[src/rtl/core/crx_pkg.sv]
// Package for the command frame receiver core.
// Holds shared widths, register indexes, parse phases and the frame descriptor type.
// No dependencies.
package crx_pkg;

  localparam int MAX_HEADER_DEF   = 4;
  localparam int MAX_COMMANDS_DEF = 4;
  localparam int MAX_PAYLOAD_DEF  = 32;

  localparam int CFG_IDX_W  = 3;
  localparam int CFG_DATA_W = 32;
  localparam int BYTE_W     = 8;
  localparam int CMD_W      = 2;
  localparam int POS_W      = 5;
  localparam int CNT_W      = 7;
  localparam int OUT_W      = 16;

  localparam logic [CFG_IDX_W-1:0] REG_HEADER_BYTES    = 3'd0;
  localparam logic [CFG_IDX_W-1:0] REG_HEADER_LENGTH   = 3'd1;
  localparam logic [CFG_IDX_W-1:0] REG_COMMAND_COUNT   = 3'd2;
  localparam logic [CFG_IDX_W-1:0] REG_COMMAND_CODES   = 3'd3;
  localparam logic [CFG_IDX_W-1:0] REG_PAYLOAD_LENGTHS = 3'd4;

  typedef enum logic [1:0] {
    PH_HUNT,
    PH_CMD,
    PH_PAYLOAD,
    PH_CHECK
  } phase_t;

  typedef struct packed {
    logic             bank;
    logic [CMD_W-1:0] cmd;
    logic [CNT_W-1:0] count;
  } desc_t;

  typedef struct packed {
    logic valid;
    logic bank;
  } release_t;

endpackage

[src/rtl/core/crx_ram.sv]
// Generic single-write, single-read RAM with registered read data.
// No dependencies.
module crx_ram #(
  parameter int WIDTH = 8,
  parameter int DEPTH = 64
) (
  input  logic                     clk,
  input  logic                     we,
  input  logic [$clog2(DEPTH)-1:0] waddr,
  input  logic [WIDTH-1:0]         wdata,
  input  logic                     re,
  input  logic [$clog2(DEPTH)-1:0] raddr,
  output logic [WIDTH-1:0]         rdata
);

  logic [WIDTH-1:0] mem [DEPTH];

  always_ff @(posedge clk) begin
    if (we) begin
      mem[waddr] <= wdata;
    end
    if (re) begin
      rdata <= mem[raddr];
    end
  end

endmodule

[src/rtl/core/crx_queue.sv]
// Two-entry descriptor queue between the frame parser and the emitter.
// Depends on crx_pkg.
module crx_queue
  import crx_pkg::*;
(
  input  logic  clk,
  input  logic  rst,
  input  logic  push,
  input  desc_t push_desc,
  input  logic  pop,
  output desc_t pop_desc,
  output logic  full,
  output logic  empty
);

  desc_t      entries [2];
  logic       wptr;
  logic       rptr;
  logic [1:0] count;

  assign full     = (count == 2'd2);
  assign empty    = (count == 2'd0);
  assign pop_desc = entries[rptr];

  always_ff @(posedge clk) begin
    if (push) begin
      entries[wptr] <= push_desc;
    end
  end

  always_ff @(posedge clk) begin
    if (rst) begin
      wptr  <= 1'b0;
      rptr  <= 1'b0;
      count <= 2'd0;
    end else begin
      if (push) begin
        wptr <= ~wptr;
      end
      if (pop) begin
        rptr <= ~rptr;
      end
      priority case ({push, pop})
        2'b10:   count <= count + 2'd1;
        2'b01:   count <= count - 2'd1;
        default: count <= count;
      endcase
    end
  end

endmodule

[src/rtl/core/crx_front.sv]
// Frame parser: configuration registers, header hunt, command lookup,
// payload store into two RAM banks and checksum test. Depends on crx_pkg.
module crx_front
  import crx_pkg::*;
#(
  parameter int MAX_HEADER   = MAX_HEADER_DEF,
  parameter int MAX_COMMANDS = MAX_COMMANDS_DEF,
  parameter int MAX_PAYLOAD  = MAX_PAYLOAD_DEF,
  parameter int PW           = 5
) (
  input  logic                  clk,
  input  logic                  rst,
  input  logic                  cfg_we,
  input  logic [CFG_IDX_W-1:0]  cfg_index,
  input  logic [CFG_DATA_W-1:0] cfg_data,
  input  logic                  s_tvalid,
  output logic                  s_tready,
  input  logic [BYTE_W-1:0]     s_tdata,
  input  logic                  q_full,
  output logic                  q_push,
  output desc_t                 q_desc,
  output logic                  ram_we,
  output logic [PW:0]           ram_waddr,
  output logic [BYTE_W-1:0]     ram_wdata,
  input  release_t              rel,
  output logic [1:0]            bank_busy
);

  localparam int MAXLEN = (MAX_HEADER > MAX_PAYLOAD) ? MAX_HEADER : MAX_PAYLOAD;
  localparam int CW     = $clog2(MAXLEN + 1);

  logic [31:0] header_bytes;
  logic [2:0]  header_length;
  logic [2:0]  command_count;
  logic [31:0] command_codes;
  logic [23:0] payload_lengths;

  phase_t            phase, phase_next;
  logic [CW-1:0]     pos, pos_next;
  logic [BYTE_W-1:0] running_xor, running_xor_next;
  logic [CMD_W-1:0]  cur_cmd, cur_cmd_next;
  logic              wr_bank, wr_bank_next;
  logic [1:0]        busy, busy_next;

  logic              accept;
  logic [CW-1:0]     pos_inc;
  logic [7:0]        hdr_len;
  logic [BYTE_W-1:0] hdr_byte;
  logic [63:0]       hdr_ext;
  logic [63:0]       codes_ext;
  logic [3:0]        cnt_eff;
  logic              found;
  logic [CMD_W-1:0]  hit_cmd;
  logic [5:0]        hit_len_raw;
  logic [5:0]        cur_len_raw;
  logic [7:0]        cur_len;
  logic              hdr_match;
  logic              hdr_done;
  logic              pay_done;
  logic              sum_good;

  assign accept    = s_tvalid && s_tready;
  assign pos_inc   = pos + CW'(1);
  assign hdr_ext   = {32'd0, header_bytes};
  assign codes_ext = {32'd0, command_codes};
  assign bank_busy = busy;

  always_comb begin
    hdr_len = (header_length == 3'd0) ? 8'd1 : {5'd0, header_length};
    if (hdr_len > 8'(MAX_HEADER)) begin
      hdr_len = 8'(MAX_HEADER);
    end
    hdr_byte = 8'd0;
    for (int i = 0; i < 8; i++) begin
      if (8'(pos) == 8'(i)) begin
        hdr_byte = hdr_ext[8*i +: 8];
      end
    end
  end

  always_comb begin
    cnt_eff = (command_count > 3'(MAX_COMMANDS)) ? 4'(MAX_COMMANDS) : {1'b0, command_count};
    found   = 1'b0;
    hit_cmd = '0;
    for (int c = MAX_COMMANDS - 1; c >= 0; c--) begin
      if (4'(c) < cnt_eff && codes_ext[8*c +: 8] == s_tdata) begin
        found   = 1'b1;
        hit_cmd = CMD_W'(c);
      end
    end
  end

  always_comb begin
    hit_len_raw = payload_lengths[6*hit_cmd +: 6];
    cur_len_raw = payload_lengths[6*cur_cmd +: 6];
    cur_len     = (cur_len_raw > 6'(MAX_PAYLOAD)) ? 8'(MAX_PAYLOAD) : {2'd0, cur_len_raw};
  end

  assign hdr_match = (s_tdata == hdr_byte);
  assign hdr_done  = (8'(pos_inc) >= hdr_len);
  assign pay_done  = (8'(pos_inc) >= cur_len) || (8'(pos_inc) >= 8'(MAX_PAYLOAD));
  assign sum_good  = (running_xor == s_tdata);

  always_comb begin
    phase_next = phase;
    if (accept) begin
      unique case (phase)
        PH_HUNT: begin
          if (hdr_match && hdr_done) begin
            phase_next = PH_CMD;
          end
        end
        PH_CMD: begin
          if (!found) begin
            phase_next = PH_HUNT;
          end else if (hit_len_raw != 6'd0) begin
            phase_next = PH_PAYLOAD;
          end else begin
            phase_next = PH_CHECK;
          end
        end
        PH_PAYLOAD: begin
          if (pay_done) begin
            phase_next = PH_CHECK;
          end
        end
        PH_CHECK: phase_next = PH_HUNT;
        default:  phase_next = PH_HUNT;
      endcase
    end
  end

  always_comb begin
    s_tready = !((phase == PH_PAYLOAD) && busy[wr_bank]) && !((phase == PH_CHECK) && q_full);
    ram_we       = accept && (phase == PH_PAYLOAD);
    ram_waddr    = {wr_bank, pos[PW-1:0]};
    ram_wdata    = s_tdata;
    q_push       = accept && (phase == PH_CHECK) && sum_good;
    q_desc.bank  = wr_bank;
    q_desc.cmd   = cur_cmd;
    q_desc.count = CNT_W'(pos);
  end

  always_comb begin
    pos_next         = pos;
    running_xor_next = running_xor;
    cur_cmd_next     = cur_cmd;
    wr_bank_next     = wr_bank;
    busy_next        = busy;
    if (rel.valid) begin
      busy_next[rel.bank] = 1'b0;
    end
    if (accept) begin
      unique case (phase)
        PH_HUNT: begin
          if (!hdr_match) begin
            pos_next = '0;
          end else if (hdr_done) begin
            pos_next         = '0;
            running_xor_next = '0;
          end else begin
            pos_next = pos_inc;
          end
        end
        PH_CMD: begin
          pos_next = '0;
          if (found) begin
            cur_cmd_next     = hit_cmd;
            running_xor_next = running_xor ^ s_tdata;
          end
        end
        PH_PAYLOAD: begin
          pos_next         = pos_inc;
          running_xor_next = running_xor ^ s_tdata;
        end
        PH_CHECK: begin
          pos_next = '0;
          if (sum_good && pos != '0) begin
            busy_next[wr_bank] = 1'b1;
            wr_bank_next       = ~wr_bank;
          end
        end
        default: pos_next = '0;
      endcase
    end
  end

  always_ff @(posedge clk) begin
    if (rst) begin
      header_bytes    <= '0;
      header_length   <= 3'd1;
      command_count   <= '0;
      command_codes   <= '0;
      payload_lengths <= '0;
    end else if (cfg_we) begin
      unique case (cfg_index)
        REG_HEADER_BYTES:    header_bytes    <= cfg_data;
        REG_HEADER_LENGTH:   header_length   <= cfg_data[2:0];
        REG_COMMAND_COUNT:   command_count   <= cfg_data[2:0];
        REG_COMMAND_CODES:   command_codes   <= cfg_data;
        REG_PAYLOAD_LENGTHS: payload_lengths <= cfg_data[23:0];
        default: begin
        end
      endcase
    end
  end

  always_ff @(posedge clk) begin
    if (rst) begin
      phase       <= PH_HUNT;
      pos         <= '0;
      running_xor <= '0;
      cur_cmd     <= '0;
      wr_bank     <= 1'b0;
      busy        <= '0;
    end else begin
      phase       <= phase_next;
      pos         <= pos_next;
      running_xor <= running_xor_next;
      cur_cmd     <= cur_cmd_next;
      wr_bank     <= wr_bank_next;
      busy        <= busy_next;
    end
  end

endmodule

[src/rtl/core/crx_back.sv]
// Result emitter: takes frame descriptors, reads the payload bank and streams one result
// per cycle, unless m_tready stalls, via a read stage and an output register. Depends on crx_pkg.
module crx_back
  import crx_pkg::*;
#(
  parameter int PW = 5
) (
  input  logic              clk,
  input  logic              rst,
  input  logic              q_empty,
  output logic              q_pop,
  input  desc_t             q_desc,
  output logic              ram_re,
  output logic [PW:0]       ram_raddr,
  input  logic [BYTE_W-1:0] ram_rdata,
  output release_t          rel,
  output logic              m_tvalid,
  input  logic              m_tready,
  output logic [OUT_W-1:0]  m_tdata,
  output logic              m_tlast
);

  logic             act_valid;
  logic             act_bank;
  logic [CMD_W-1:0] act_cmd;
  logic [CNT_W-1:0] act_n;
  logic [PW-1:0]    k;

  logic             s1_valid;
  logic [CMD_W-1:0] s1_cmd;
  logic [POS_W-1:0] s1_pos;
  logic             s1_hp;
  logic             s1_last;

  logic out_load;
  logic s1_ready;
  logic issue;
  logic empty_frame;
  logic last_k;

  assign out_load    = !m_tvalid || m_tready;
  assign s1_ready    = !s1_valid || out_load;
  assign issue       = act_valid && s1_ready;
  assign empty_frame = (act_n == '0);
  assign last_k      = (CNT_W'(k) + CNT_W'(1) == act_n);
  assign q_pop       = !act_valid && !q_empty;
  assign ram_re      = issue && !empty_frame;
  assign ram_raddr   = {act_bank, k};
  assign rel.valid   = issue && !empty_frame && last_k;
  assign rel.bank    = act_bank;

  always_ff @(posedge clk) begin
    if (q_pop) begin
      act_bank <= q_desc.bank;
      act_cmd  <= q_desc.cmd;
      act_n    <= q_desc.count;
      k        <= '0;
    end else if (issue) begin
      k <= k + PW'(1);
    end
    if (issue) begin
      s1_cmd  <= act_cmd;
      s1_pos  <= empty_frame ? '0 : POS_W'(k);
      s1_hp   <= !empty_frame;
      s1_last <= empty_frame || last_k;
    end
    if (out_load) begin
      m_tdata <= {s1_hp, s1_pos, (s1_hp ? ram_rdata : 8'd0), s1_cmd};
      m_tlast <= s1_last;
    end
  end

  always_ff @(posedge clk) begin
    if (rst) begin
      act_valid <= 1'b0;
      s1_valid  <= 1'b0;
      m_tvalid  <= 1'b0;
    end else begin
      if (q_pop) begin
        act_valid <= 1'b1;
      end else if (issue && (empty_frame || last_k)) begin
        act_valid <= 1'b0;
      end
      if (s1_ready) begin
        s1_valid <= issue;
      end
      if (out_load) begin
        m_tvalid <= s1_valid;
      end
    end
  end

endmodule

[src/rtl/core/command_frame_receiver_core.sv]
// Top level of the command frame receiver core.
// Depends on crx_pkg, crx_ram, crx_queue, crx_front and crx_back.
//
// Takes one received byte per cycle on the slave stream, hunts for the
// configured sync header, looks up the command byte, stores its payload and
// checks the XOR checksum. A good frame produces one result per payload byte
// (or one result with has_payload low for an empty payload), last marked by
// tlast. Input runs at one byte per cycle; it stalls only when the parser
// would write a payload bank that is still being emitted (two banks) or the
// two-entry frame queue is full at the checksum byte. Results leave at one
// per cycle while m_tready is high, through the RAM read stage and the output
// register; a new frame is picked up only after the last one is fully issued.
module command_frame_receiver_core
  import crx_pkg::*;
#(
  parameter int MAX_HEADER   = MAX_HEADER_DEF,
  parameter int MAX_COMMANDS = MAX_COMMANDS_DEF,
  parameter int MAX_PAYLOAD  = MAX_PAYLOAD_DEF
) (
  input  logic                  clk,
  input  logic                  rst,
  input  logic                  cfg_we,
  input  logic [CFG_IDX_W-1:0]  cfg_index,
  input  logic [CFG_DATA_W-1:0] cfg_data,
  input  logic                  s_tvalid,
  output logic                  s_tready,
  input  logic [BYTE_W-1:0]     s_tdata,   // rx_byte[7:0]
  output logic                  m_tvalid,
  input  logic                  m_tready,
  output logic [OUT_W-1:0]      m_tdata,   // command_index[1:0], data_byte[9:2],
                                           // byte_position[14:10], has_payload[15]
  output logic                  m_tlast
);

  localparam int PW    = (MAX_PAYLOAD > 1) ? $clog2(MAX_PAYLOAD) : 1;
  localparam int DEPTH = 2 ** (PW + 1);

  logic              q_push;
  logic              q_pop;
  logic              q_full;
  logic              q_empty;
  desc_t             q_in;
  desc_t             q_out;
  logic              ram_we;
  logic [PW:0]       ram_waddr;
  logic [BYTE_W-1:0] ram_wdata;
  logic              ram_re;
  logic [PW:0]       ram_raddr;
  logic [BYTE_W-1:0] ram_rdata;
  release_t          rel;
  logic [1:0]        bank_busy;

  crx_front #(
    .MAX_HEADER   (MAX_HEADER),
    .MAX_COMMANDS (MAX_COMMANDS),
    .MAX_PAYLOAD  (MAX_PAYLOAD),
    .PW           (PW)
  ) u_front (
    .clk       (clk),
    .rst       (rst),
    .cfg_we    (cfg_we),
    .cfg_index (cfg_index),
    .cfg_data  (cfg_data),
    .s_tvalid  (s_tvalid),
    .s_tready  (s_tready),
    .s_tdata   (s_tdata),
    .q_full    (q_full),
    .q_push    (q_push),
    .q_desc    (q_in),
    .ram_we    (ram_we),
    .ram_waddr (ram_waddr),
    .ram_wdata (ram_wdata),
    .rel       (rel),
    .bank_busy (bank_busy)
  );

  crx_queue u_queue (
    .clk       (clk),
    .rst       (rst),
    .push      (q_push),
    .push_desc (q_in),
    .pop       (q_pop),
    .pop_desc  (q_out),
    .full      (q_full),
    .empty     (q_empty)
  );

  crx_ram #(
    .WIDTH (BYTE_W),
    .DEPTH (DEPTH)
  ) u_ram (
    .clk   (clk),
    .we    (ram_we),
    .waddr (ram_waddr),
    .wdata (ram_wdata),
    .re    (ram_re),
    .raddr (ram_raddr),
    .rdata (ram_rdata)
  );

  crx_back #(
    .PW (PW)
  ) u_back (
    .clk       (clk),
    .rst       (rst),
    .q_empty   (q_empty),
    .q_pop     (q_pop),
    .q_desc    (q_out),
    .ram_re    (ram_re),
    .ram_raddr (ram_raddr),
    .ram_rdata (ram_rdata),
    .rel       (rel),
    .m_tvalid  (m_tvalid),
    .m_tready  (m_tready),
    .m_tdata   (m_tdata),
    .m_tlast   (m_tlast)
  );

  a_queue_no_overflow: assert property (@(posedge clk) disable iff (rst)
    q_push |-> !q_full) else $error("frame queue overflow");

  a_queue_no_underflow: assert property (@(posedge clk) disable iff (rst)
    q_pop |-> !q_empty) else $error("frame queue underflow");

  a_write_free_bank: assert property (@(posedge clk) disable iff (rst)
    ram_we |-> !bank_busy[ram_waddr[PW]]) else $error("payload write into busy bank");

  a_release_busy_bank: assert property (@(posedge clk) disable iff (rst)
    rel.valid |-> bank_busy[rel.bank]) else $error("release of idle bank");

endmodule
[config.mk]
export PLATFORM = sky130hd
export DESIGN_NAME = command_frame_receiver_core
export DESIGN_NICKNAME = d
export VERILOG_FILES = /design/src/rtl/core/crx_pkg.sv /design/src/rtl/core/crx_ram.sv /design/src/rtl/core/crx_queue.sv /design/src/rtl/core/crx_front.sv /design/src/rtl/core/crx_back.sv /design/src/rtl/core/command_frame_receiver_core.sv
export SDC_FILE = /design/constraint.sdc
export NUM_CORES = 1
export LEC_CHECK = 0
export ABC_CLOCK_PERIOD_IN_PS = 2900
export BUFFER_PORTS_ARGS = -buffer_cell sky130_fd_sc_hd__buf_2
export CAP_MARGIN = 5
export CORE_UTILIZATION = 32
export CTS_CLUSTER_DIAMETER = 60
export DETAILED_ROUTE_END_ITERATION = 16
export GPL_TIMING_DRIVEN = 0
export SYNTH_ARGS = -nofsm -noshare
export SYNTH_HDL_FRONTEND = slang
export SYNTH_SLANG_ARGS = --single-unit
export TNS_END_PERCENT = 5
[constraint.sdc]
create_clock -name clk -period 2.9 [get_ports clk]
set_clock_uncertainty 0.05 [all_clocks]
set_input_delay 0 -clock clk [delete_from_list [all_inputs] [get_ports clk]]
set_output_delay 0 -clock clk [all_outputs]
set_load 0.1 [all_outputs]
==> flow_summary_export.csv, run 1 <==
group,metric,value,unit
sta,tightest_slew,1.14,ns
detailed_routing,finalWirelength,73000,um
sta,rsz0062_at_grt,"yes",
finish,stdcell_area,0.0352,mm^2
power,leakage,11.3,nW
power,p_total,21.5,mW
logic_synthesis,ys_ff_latch,700,
logic_synthesis,synth_ff_type,"edfxtp_1",
clocking,clkSinkCount,700,
sta,fin_setup_tns,-1.80,ns
die,core_area,0.0873,mm^2
critical_path,cpPeakStageDelay,0.53,ns
grt,antenna_found_initial,1,
critical_path,crit-reg2reg-launch,"u_front.pos[1]",
die,dieArea,0.0899,mm^2
critical_path,crit_family,"simple AND/OR/NAND/NOR gates",
critical_path,crit_type,"reg -> reg",
placement,place_congestion,0.873,
power,irDropWorstVdd,0.000441,V
sta,fin_crit_sh,106,%
critical_path,critical_path.max_fanout,8,
logic_synthesis,synth_edf_count,573,
logic_synthesis,synth_top_cell_area_share,60.6,%
finish,area_delta_synth_final,24.0,%
logic_synthesis,synth_nets,1823,
critical_path,arrival,3.60,ns
logic_synthesis,synth_top_area_cell,"edfxtp_1",
logic_synthesis,syn_area,0.0284,mm^2
critical_path,worstPathRequired,3.42,ns
grt,first_global_vias,16700,
finish,diodes,0,
logic_synthesis,seq_area_frac_synth,69.6,%
clocking,root_buffer,"clkbuf_16",
logic_synthesis,ys_types,52,
critical_path,reg2reg_to,"u_front.running_xor[5]",
detailed_routing,drtPass1Iterations,5,
critical_path,cp-end-kind,"flop",
logic_synthesis,yosys-top-cells-area,"edfxtp_1 (61%), mux4_2 (14%), dfxtp_1 (9.0%), nand2_1 (2.9%), a21oi_1 (2.0%)",
die,die_w,300,um
critical_path,worstPathCellList,"clkbuf_16 > inv_6 > ha_4 > or4_4 > nand4b_1 > buf_6 > o2111ai_1 > xor2_1 > nand4_2 > o31ai_4 > nor3b_4 > buf_12 > a41o_1",
placement,port_buffers,65,
logic_synthesis,synthArstFlopShare,0,%
critical_path,start_kind,"flop",
logic_synthesis,avgSynthCellArea,16.2,um^2
clocking,tritoncts,"built",
logic_synthesis,yosys_warnings,0,
sta,max_freq,324,MHz
critical_path,reg2reg_slack,-0.18,ns
finish,drive_above_1_share,28.8,%
outcome,violations,"negative setup slack",
logic_synthesis,synth_common_cells,"edfxtp_1 (573), nand2_1 (220), mux4_2 (174)",
detailed_routing,drc,0,
grt,grt_first_pass_wirelength,109000,um
finish,fin_util,40.3,%
clocking,cts_buffer_depth,3,
logic_synthesis,netlist_instances,1755,
detailed_routing,viasPerCell,5.08,
critical_path,cp_slowest_cell,"or4_4",
grt,overflow,0,
detailed_routing,num_vias,16400,
sta,report.final.slew_viol_count,0,
die,row_count,108,
placement,dpl_cell_area,0.0302,mm^2
detailed_routing,wl_per_cell,22.6,um
critical_path,worst-path-buf-inv,4,
grt,grt_use_total,16.3,%
clocking,clkTransAtPathRegs,0.06,ns
finish,nFillCells,7900,
placement,hpwl,46800,um
outcome,outcome,"finished, violations left",
clocking,htreeDepth,3,
sta,relSlewSlack,23.1,%
worst_hold_path,hold_class,"in -> reg",
detailed_routing,drt-initial-drc-count,1245,
sta,finalSetupViolCount,13,
finish,nets,2076,
die,fp.dieH,300,um
clocking,cts-buffers-inserted,76,
sta,setup_ws,-0.182,ns
critical_path,cp.depth,13,
die,pin_count,67,
flow_run,drv_cap,0,
critical_path,crit_start,"u_front.pos[1]",
logic_synthesis,yosysMostFrequentCell,"edfxtp_1",
sta,hold_violations,0,
power,p_per_area,610,mW/mm^2
detailed_routing,antenna_left,0,
critical_path,critPathCapture,"u_front.running_xor[5]",
grt,grt_max_degree,65,
die,start_util,32.5,%
clocking,clock_latency,0.63,ns
sta,period_minus_slack,3.08,ns
critical_path,rr_worst_depth,13,
==> cell families after synthesis <==
family                   share of synthesized area (%)
adder cells (fa/ha/maj)                          0.881
flip-flops                                        69.6
AND/OR/NAND/NOR                                   7.31
multiplexers                                      14.5
AO/OA/AOI/OAI                                     3.59
XOR/XNOR                                          2.07
buffers and inverters                             2.08
==> metrics by stage <==
| stage | setup WS (ns) | hold WS [ns] | std cells |
|---|---|---|---|
| after floorplan | -0.214 | 0.0489 | 1755 |
| after global placement | -1.28 | 0.218 | 2975 |
| after detailed placement | -1.32 | 0.228 | 2975 |
| after CTS | -0.206 | 0.0222 | 3212 |
| after global routing | -0.309 | 0.0298 | 3225 |
| final | -0.182 | 0.0295 | 3225 |
==> registers in the layout, summed over array words and instances, names as in the netlist, 2 cells and up, named ones only <==
register / flops
u_back.s1_cmd: 2
u_front.payload_lengths: 24
u_front.header_length: 3
u_ram.mem: 512
u_ram.rdata: 8
u_back.act_cmd: 2
u_front.cur_cmd: 2
u_back.k: 5
u_front.running_xor: 8
u_queue.count: 2
u_back.s1_pos: 5
u_front.header_bytes: 32
u_queue.entries: 18
u_front.command_codes: 32
u_front.command_count: 3
u_back.m_tdata: 16
u_front.pos: 6
u_front.bank_busy: 2
u_back.act_n: 6
==> cell usage in the layout (no fill, tap or decap), types with 10 or more instances in the layout <==
cell type	n
edfxtp_1	573
nand2_1	216
mux4_2	174
dfxtp_1	121
a21oi_1	108
clkbuf_16	81
buf_2	64
nor2_4	64
clkbuf_1	59
dlygate4sd3_1	54
buf_4	45
nor2_1	44
xor2_1	41
inv_1	33
nand3_1	24
xnor2_1	24
nor3_1	23
buf_12	20
ha_1	17
and2_1	15
clkinv_2	14
nor2b_1	13
buf_6	13
buf_16	12
clkbuf_8	11
mux2_2	10
nand3b_1	10
a211oi_1	10
clkinv_1	10
==> how the worst min path moves through the flow <==
stage                       from                   endpoint  depth (start not counted)
floorplan             s_tdata[0]            u_ram.mem[0][0]                          0
global route          s_tdata[7]           u_ram.mem[51][7]                          3
detailed placement  cfg_data[31]  u_front.command_codes[31]                          3
global placement    cfg_data[29]  u_front.command_codes[29]                          3
CTS                   s_tdata[5]           u_ram.mem[51][5]                          3
finish                s_tdata[7]           u_ram.mem[50][7]                          3
==> worst reg2reg max path: stages, from the launching register on <==
cell and delay, ns:
dfxtp_4 0.38, clkbuf_16 0.14, inv_6 0.04, ha_4 0.15, or4_4 0.53, nand4b_1 0.11, buf_6 0.18, o2111ai_1 0.14
xor2_1 0.18, nand4_2 0.16, o31ai_4 0.38, nor3b_4 0.28, buf_12 0.15, a41o_1 0.16
==> metal layers <==
| layer | global-route usage (%) | vias up | share of wire (%) |
|---|---|---|---|
| li1 | - | 7271 | - |
| met4 | 4.56 | 0 | 2.1 |
| met2 | 27.9 | 523 | 51 |
| met3 | 2.21 | 104 | 5.6 |
| met1 | 21.5 | 8495 | 41 |
| met5 | 0 | - | 0 |
==> layout make-up <==
class | instances | area [um^2] | area share [%]
clock inverters | 39 | 395 | 1.12
plain buffers | 101 | 726 | 2.06
multi-input cells | 913 | 8860 | 25.2
clock buffers | 101 | 2090 | 5.95
inverters | 36 | 144 | 0.409
repair buffers | 180 | 1780 | 5.04
well taps | 1155 | 1450 | 4.10
flip-flops and latches | 700 | 19800 | 56.1
==> repair_timing <==
item | CTS | global route
buffers inserted | 34 | 13
pin swaps | 47 | 26
hold buffers | 64 | 0
endpoints found under the hold margin | 616 | 0
resized for setup | 296 | 27
endpoints found under the setup margin | 558 | 552
gates cloned | 4 | 0
==> power by group <==
part / switching (mW) / internal, mW / total, mW
Clock: 3.97 / 5.58 / 9.56
Combinational: 0.570 / 0.451 / 1.02
Sequential: 0.0230 / 10.9 / 10.9
Power figures use the tool's default switching activity.
==> inputs of run 2 (changes only) <==
--- a/config.mk
+++ b/config.mk
@@ -12,6 +12,7 @@
 export CTS_CLUSTER_DIAMETER = 60
 export DETAILED_ROUTE_END_ITERATION = 16
 export GPL_TIMING_DRIVEN = 0
+export RECOVER_POWER = 100
 export SYNTH_ARGS = -nofsm -noshare
 export SYNTH_HDL_FRONTEND = slang
 export SYNTH_SLANG_ARGS = --single-unit
==> flow_summary_export.csv, run 2 (synthesized netlist as in run 1, its figures left out) <==
group,metric,value,unit
outcome,outcome,"finished, violations left",
outcome,violations,"max-capacitance violations, max-slew violations, negative setup slack",
detailed_routing,num_vias,16400,
power,switching_share,21.3,%
power,pwr-share-comb,4.6,%
die,dieArea,0.0899,mm^2
finish,final_common_cell,"edfxtp_1",
die,fp.dieH,300,um
finish,stdcell_area,0.0350,mm^2
critical_path,reg2reg_slack,-0.17,ns
sta,tightest_slew,3.09,ns
detailed_routing,finalWirelength,73100,um
critical_path,worstPathCellList,"clkbuf_16 > inv_6 > ha_4 > or4_4 > nand4b_1 > buf_6 > o2111ai_1 > xor2_1 > nand4_2 > o31ai_4 > nor3b_4 > buf_12 > a41o_1",
sta,fin_setup_tns,-1.73,ns
die,pin_count,67,
sta,hold_violations,0,
critical_path,arrival,3.58,ns
power,irDropWorstVdd,0.000441,V
critical_path,reg2reg_to,"u_front.running_xor[6]",
detailed_routing,drc,0,
critical_path,worst-path-buf-inv,4,
power,p_total,21.5,mW
clocking,cts-buffers-inserted,76,
finish,nets,2076,
finish,nFillCells,7923,
critical_path,crit_type,"reg -> reg",
detailed_routing,wl_per_cell,22.7,um
power,leakage,11.3,nW
clocking,clkSinkCount,700,
grt,first_global_vias,16700,
critical_path,start_kind,"flop",
grt,antenna_found_initial,1,
die,core_area,0.0873,mm^2
clocking,clock_latency,0.63,ns
critical_path,crit-reg2reg-launch,"u_front.pos[1]",
clocking,root_buffer,"clkbuf_16",
power,p_int,16.9,mW
sta,max_freq,326,MHz
finish,drive_above_1_share,28.5,%
finish,largest-register,"u_ram.mem",
clocking,clkTransAtPathRegs,0.05,ns
worst_hold_path,hold_class,"in -> reg",
power,seq_power_share,50.8,%
die,start_util,32.5,%
finish,diodes,0,
worst_hold_path,hold_depth,4,
power,p_per_area,613,mW/mm^2
finish,mostFrequentLayoutCells,"edfxtp_1 (573), nand2_1 (216), mux4_2 (174)",
placement,place_congestion,0.873,
finish,top_regs,"u_ram.mem: 512 flops, u_front.command_codes: 32 flops, u_front.header_bytes: 32 flops",
critical_path,critical_path.max_fanout,8,
grt,grt_use_total,16.3,%
sta,relSlewSlack,-106,%
detailed_routing,viasPerCell,5.08,
sta,rsz0062_at_grt,"yes",
worst_hold_path,hold_end,"u_front.header_bytes[30]",
critical_path,cp-end-kind,"flop",
detailed_routing,drtPass1Iterations,5,
clocking,htreeDepth,3,
die,row_count,108,
critical_path,worstPathRequired,3.41,ns
worst_hold_path,hold_start,"cfg_data[30]",
sta,finalSetupViolCount,13,
flow_run,drv_cap,2,
placement,port_buffers,65,
critical_path,crit_family,"simple AND/OR/NAND/NOR gates",
placement,dpl_cell_area,0.0302,mm^2
critical_path,cpPeakStageDelay,0.52,ns
critical_path,cp_slowest_cell,"or4_4",
power,pwr-share-clk,44.6,%
finish,area_delta_synth_final,23.3,%
grt,grt_first_pass_wirelength,109000,um
critical_path,rr_worst_depth,13,
clocking,cts_buffer_depth,3,
grt,overflow,0,
clocking,tritoncts,"built",
power,p_sw,4.57,mW
sta,fin_crit_sh,106,%
placement,hpwl,46800,um
detailed_routing,antenna_left,0,
sta,period_minus_slack,3.07,ns
finish,largest_reg_flops,512,
die,die_w,300,um
sta,report.final.slew_viol_count,130,
placement,dpl.cell_count,2975,
detailed_routing,drt-initial-drc-count,1331,
sta,setup_ws,-0.171,ns
grt,grt_max_degree,65,
finish,finalNonFillerCells,3225,
==> run 2: power by group through the flow <==
stage / clock [mW] / combinational (mW) / sequential (mW)
2_1_floorplan: 0 / 0.455 / 11.1
3_5_place_dp: 0 / 0.835 / 11.1
6_report: 9.57 / 0.989 / 10.9
3_3_place_gp: 0 / 0.816 / 11.1
4_1_cts: 9.72 / 1.03 / 10.9
5_1_grt: 10.1 / 1.05 / 10.9
==> run 2: layout make-up <==
class                   instances  area [um^2]  area share [%]
plain buffers                 101          726            2.07
clock buffers                 101         2090            5.98
clock inverters                39          395            1.13
inverters                      36          144           0.411
multi-input cells             913         8860            25.3
flip-flops and latches        700        19800            56.4
well taps                    1155         1450            4.13
repair buffers                180         1590            4.53
==> run 2: worst max path at each step <==
stage	start	endpoint	cells past startpoint
after floorplan	u_front.phase[0]	u_ram.mem[62][0]	8
after global placement	u_back.k[0]	u_ram.rdata[7]	6
after detailed placement	u_back.k[0]	u_ram.rdata[7]	6
after CTS	u_front.pos[0]	u_front.running_xor[6]	13
after global routing	u_front.pos[1]	u_front.running_xor[5]	13
final	u_front.pos[1]	u_front.running_xor[6]	13
==> run 2: per-stage QoR <==
stage	hold slack (ns)	utilization, %	worst slack [ns]
after global routing	0.147	40.1	-0.309
final	0.139	40.1	-0.171
after global placement	0.218	34.6	-1.28
after floorplan	0.0489	-	-0.214
after CTS	0.0222	40.1	-0.206
after detailed placement	0.228	34.6	-1.32
==> run 2: layer usage <==
layer	GRT usage (%)	wire, um	vias to the layer above
met4	4.56	1560	0
met2	27.9	37200	496
met1	21.5	30500	8513
met3	2.21	3810	110
met5	0	0	-
li1	-	-	7273
==> run 2: what timing repair did <==
item,4_1_cts,5_1_grt
pin swaps,47,26
endpoints found under the hold margin,616,0
buffers inserted,34,13
resized for setup,296,27
endpoints found under the setup margin,558,552
hold buffers,64,0
cloned,4,0
==> run 2: worst min-delay path, stage by stage <==
cell,delay (ns)
dlygate4sd3_1,0.53
buf_2,0.13
nand2_1,0.05
a21oi_1,0.05
==> inputs of run 3 (changes only) <==
--- a/config.mk
+++ b/config.mk
@@ -8,6 +8,7 @@
 export ABC_CLOCK_PERIOD_IN_PS = 2900
 export BUFFER_PORTS_ARGS = -buffer_cell sky130_fd_sc_hd__buf_2
 export CAP_MARGIN = 5
+export CORE_ASPECT_RATIO = 1.75
 export CORE_UTILIZATION = 32
 export CTS_CLUSTER_DIAMETER = 60
 export DETAILED_ROUTE_END_ITERATION = 16
==> flow_summary_export.csv, run 3 (synthesized netlist as in run 1, its figures left out) <==
group,metric,value,unit
outcome,outcome,"finished, violations left",
outcome,violations,"max-capacitance violations, max-slew violations, negative setup slack",
sta,relSlewSlack,-49.3,%
finish,nFillCells,8181,
sta,period_minus_slack,3.15,ns
flow_run,drv_cap,2,
die,fp.dieH,396,um
finish,multi_input_area,0.00885,mm^2
grt,grt_use_total,17.2,%
placement,port_buffers,65,
critical_path,worstPathCellList,"buf_4 > ha_1 > or4_1 > nand4b_1 > buf_6 > o2111ai_1 > xor2_1 > nand4_2 > o31ai_4 > nor3b_4 > buf_6 > a41o_1",
critical_path,arrival,3.67,ns
sta,tightest_slew,2.24,ns
critical_path,rr_worst_depth,12,
sta,max_freq,317,MHz
clocking,clkSinkCount,700,
die,core_area,0.0879,mm^2
worst_hold_path,hold_start,"cfg_data[25]",
detailed_routing,drtPass1Iterations,5,
power,p_sw,4.38,mW
worst_hold_path,hold_depth,4,
detailed_routing,drc,0,
critical_path,reg2reg_slack,-0.25,ns
detailed_routing,finalWirelength,76700,um
critical_path,cp.depth,12,
detailed_routing,viasPerCell,5.05,
placement,dpl_cell_area,0.0302,mm^2
finish,top_regs,"u_ram.mem: 512 flops, u_front.command_codes: 32 flops, u_front.header_bytes: 32 flops",
sta,report.final.slew_viol_count,108,
grt,grt_max_degree,66,
clocking,tritoncts,"built",
die,start_util,32.3,%
worst_hold_path,hold_class,"in -> reg",
detailed_routing,num_vias,16200,
clocking,cts_buffer_depth,3,
finish,final-seq-area,0.0198,mm^2
finish,nets,2054,
grt,grt_first_pass_wirelength,112000,um
critical_path,critical_path.max_fanout,8,
placement,place_congestion,0.891,
power,p_int,15.9,mW
placement,dpl.cell_count,2989,
critical_path,crit-reg2reg-launch,"u_front.pos[0]",
power,p_per_area,589,mW/mm^2
critical_path,crit_type,"reg -> reg",
placement,hpwl,52700,um
finish,area_delta_synth_final,21.4,%
power,pwr-share-clk,41.5,%
finish,largest_reg_flops,512,
clocking,clock_latency,0.65,ns
critical_path,worst-path-buf-inv,3,
clocking,htreeDepth,2,
clocking,cts-buffers-inserted,61,
die,die_w,227,um
finish,largest-register,"u_ram.mem",
power,irDropWorstVdd,0.000490,V
die,dieArea,0.0900,mm^2
power,pwr-share-comb,4.8,%
critical_path,cpMostUsedCell,"buf_6",
critical_path,worstPathRequired,3.42,ns
grt,first_global_vias,17300,
finish,drive_above_1_share,27.6,%
detailed_routing,antenna_left,0,
die,pin_count,67,
clocking,root_buffer,"clkbuf_16",
grt,overflow,0,
sta,rsz0062_at_grt,"yes",
power,switching_share,21.6,%
sta,finalSetupViolCount,14,
power,p_total,20.3,mW
sta,hold_violations,0,
power,leakage,10.9,nW
finish,mostFrequentLayoutCells,"edfxtp_1 (573), nand2_1 (216), mux4_2 (174)",
finish,final_common_cell,"edfxtp_1",
critical_path,reg2reg_to,"u_front.running_xor[5]",
die,row_count,144,
critical_path,crit_family,"simple AND/OR/NAND/NOR gates",
critical_path,start_kind,"flop",
power,seq_power_share,53.6,%
clocking,clkTransAtPathRegs,0.07,ns
critical_path,cpPeakStageDelay,0.52,ns
sta,fin_crit_sh,109,%
grt,antenna_found_initial,0,
sta,setup_ws,-0.251,ns
detailed_routing,wl_per_cell,23.9,um
finish,diodes,0,
finish,finalNonFillerCells,3206,
worst_hold_path,hold_end,"u_front.command_codes[25]",
critical_path,cp-end-kind,"flop",
detailed_routing,drt-initial-drc-count,951,
finish,stdcell_area,0.0345,mm^2
critical_path,cp_slowest_cell,"or4_1",
-- run 3: cell types whose count changed in the layout (fill, tap and decap cells not counted), sizes merged --
cell | before | now
clkinvlp | 2 | 11
bufinv | 5 | 7
buf | 151 | 143
clkinv | 27 | 22
dlygate4sd3 | 54 | 61
clkbuf | 176 | 142
inv | 41 | 38
-- run 3: how the worst max path moves through the flow --
| stage | start | end | slack, ns |
|---|---|---|---|
| 4_1_cts | u_front.pos[1] | u_front.running_xor[5] | -0.19 |
| 2_1_floorplan | u_front.phase[0] | u_ram.mem[62][0] | -0.21 |
| 3_3_place_gp | u_front.pos[0] | u_front.pos[2] | -1.59 |
| 6_report | u_front.pos[0] | u_front.running_xor[5] | -0.25 |
| 5_1_grt | u_front.pos[2] | u_front.running_xor[1] | -0.33 |
| 3_5_place_dp | s_tdata[4] | u_front.phase[0] | -1.28 |
-- run 3: power groups by stage --
stage / Sequential [mW] / Combinational (mW) / Clock [mW]
final: 10.9 / 0.983 / 8.43
after CTS: 10.9 / 1.01 / 8.58
after floorplan: 11.1 / 0.455 / 0
after global placement: 11.1 / 0.840 / 0
after global routing: 10.9 / 1.04 / 8.93
after detailed placement: 11.1 / 0.862 / 0
-- run 3: tightest hold or removal path, cell delays in order --
cell,delay [ns]
dlygate4sd3_1,0.52
buf_2,0.14
nand2_1,0.05
a21oi_1,0.05
-- run 3: through the flow --
stage	worst slack, ns	hold slack [ns]	setup TNS [ns]	util [%]
2_1_floorplan	-0.214	0.0489	-85.67	-
3_3_place_gp	-1.59	0.214	-452.68	34.4
3_5_place_dp	-1.28	0.222	-488.22	34.4
4_1_cts	-0.191	-0.0720	-13.91	39.1
5_1_grt	-0.331	0.131	-9.72	39.2
6_report	-0.251	0.133	-2.96	39.2
-- run 3: metal layers --
layer | up-vias | part of all wire (%) | track usage, % | wire length (um)
li1 | 7186 | - | - | -
met1 | 8292 | 33 | 16.9 | 25300
met2 | 498 | 56 | 32.7 | 42900
met3 | 202 | 4.3 | 2.40 | 3260
met4 | 0 | 6.9 | 11.1 | 5310
met5 | - | 0 | 0 | 0
-- run 3: cell type report --
class / instances / area share [%]
Multi-Input combinational cell: 913 / 25.7
Sequential cell: 700 / 57.3
Buffer: 98 / 1.84
Tap cell: 1168 / 4.24
Clock buffer: 73 / 4.71
Clock inverter: 42 / 1.29
Timing Repair Buffer: 176 / 4.48
Inverter: 36 / 0.414
-- run 3: timing repair --
action / 4_1_cts / 5_1_grt
endpoints found under the setup margin: 558 / 295
pin swaps: 35 / 16
gates cloned: 0 / 0
buffers inserted: 32 / 6
gates resized for setup: 271 / 29
hold endpoints to repair: 614 / 7
hold buffers: 68 / 4
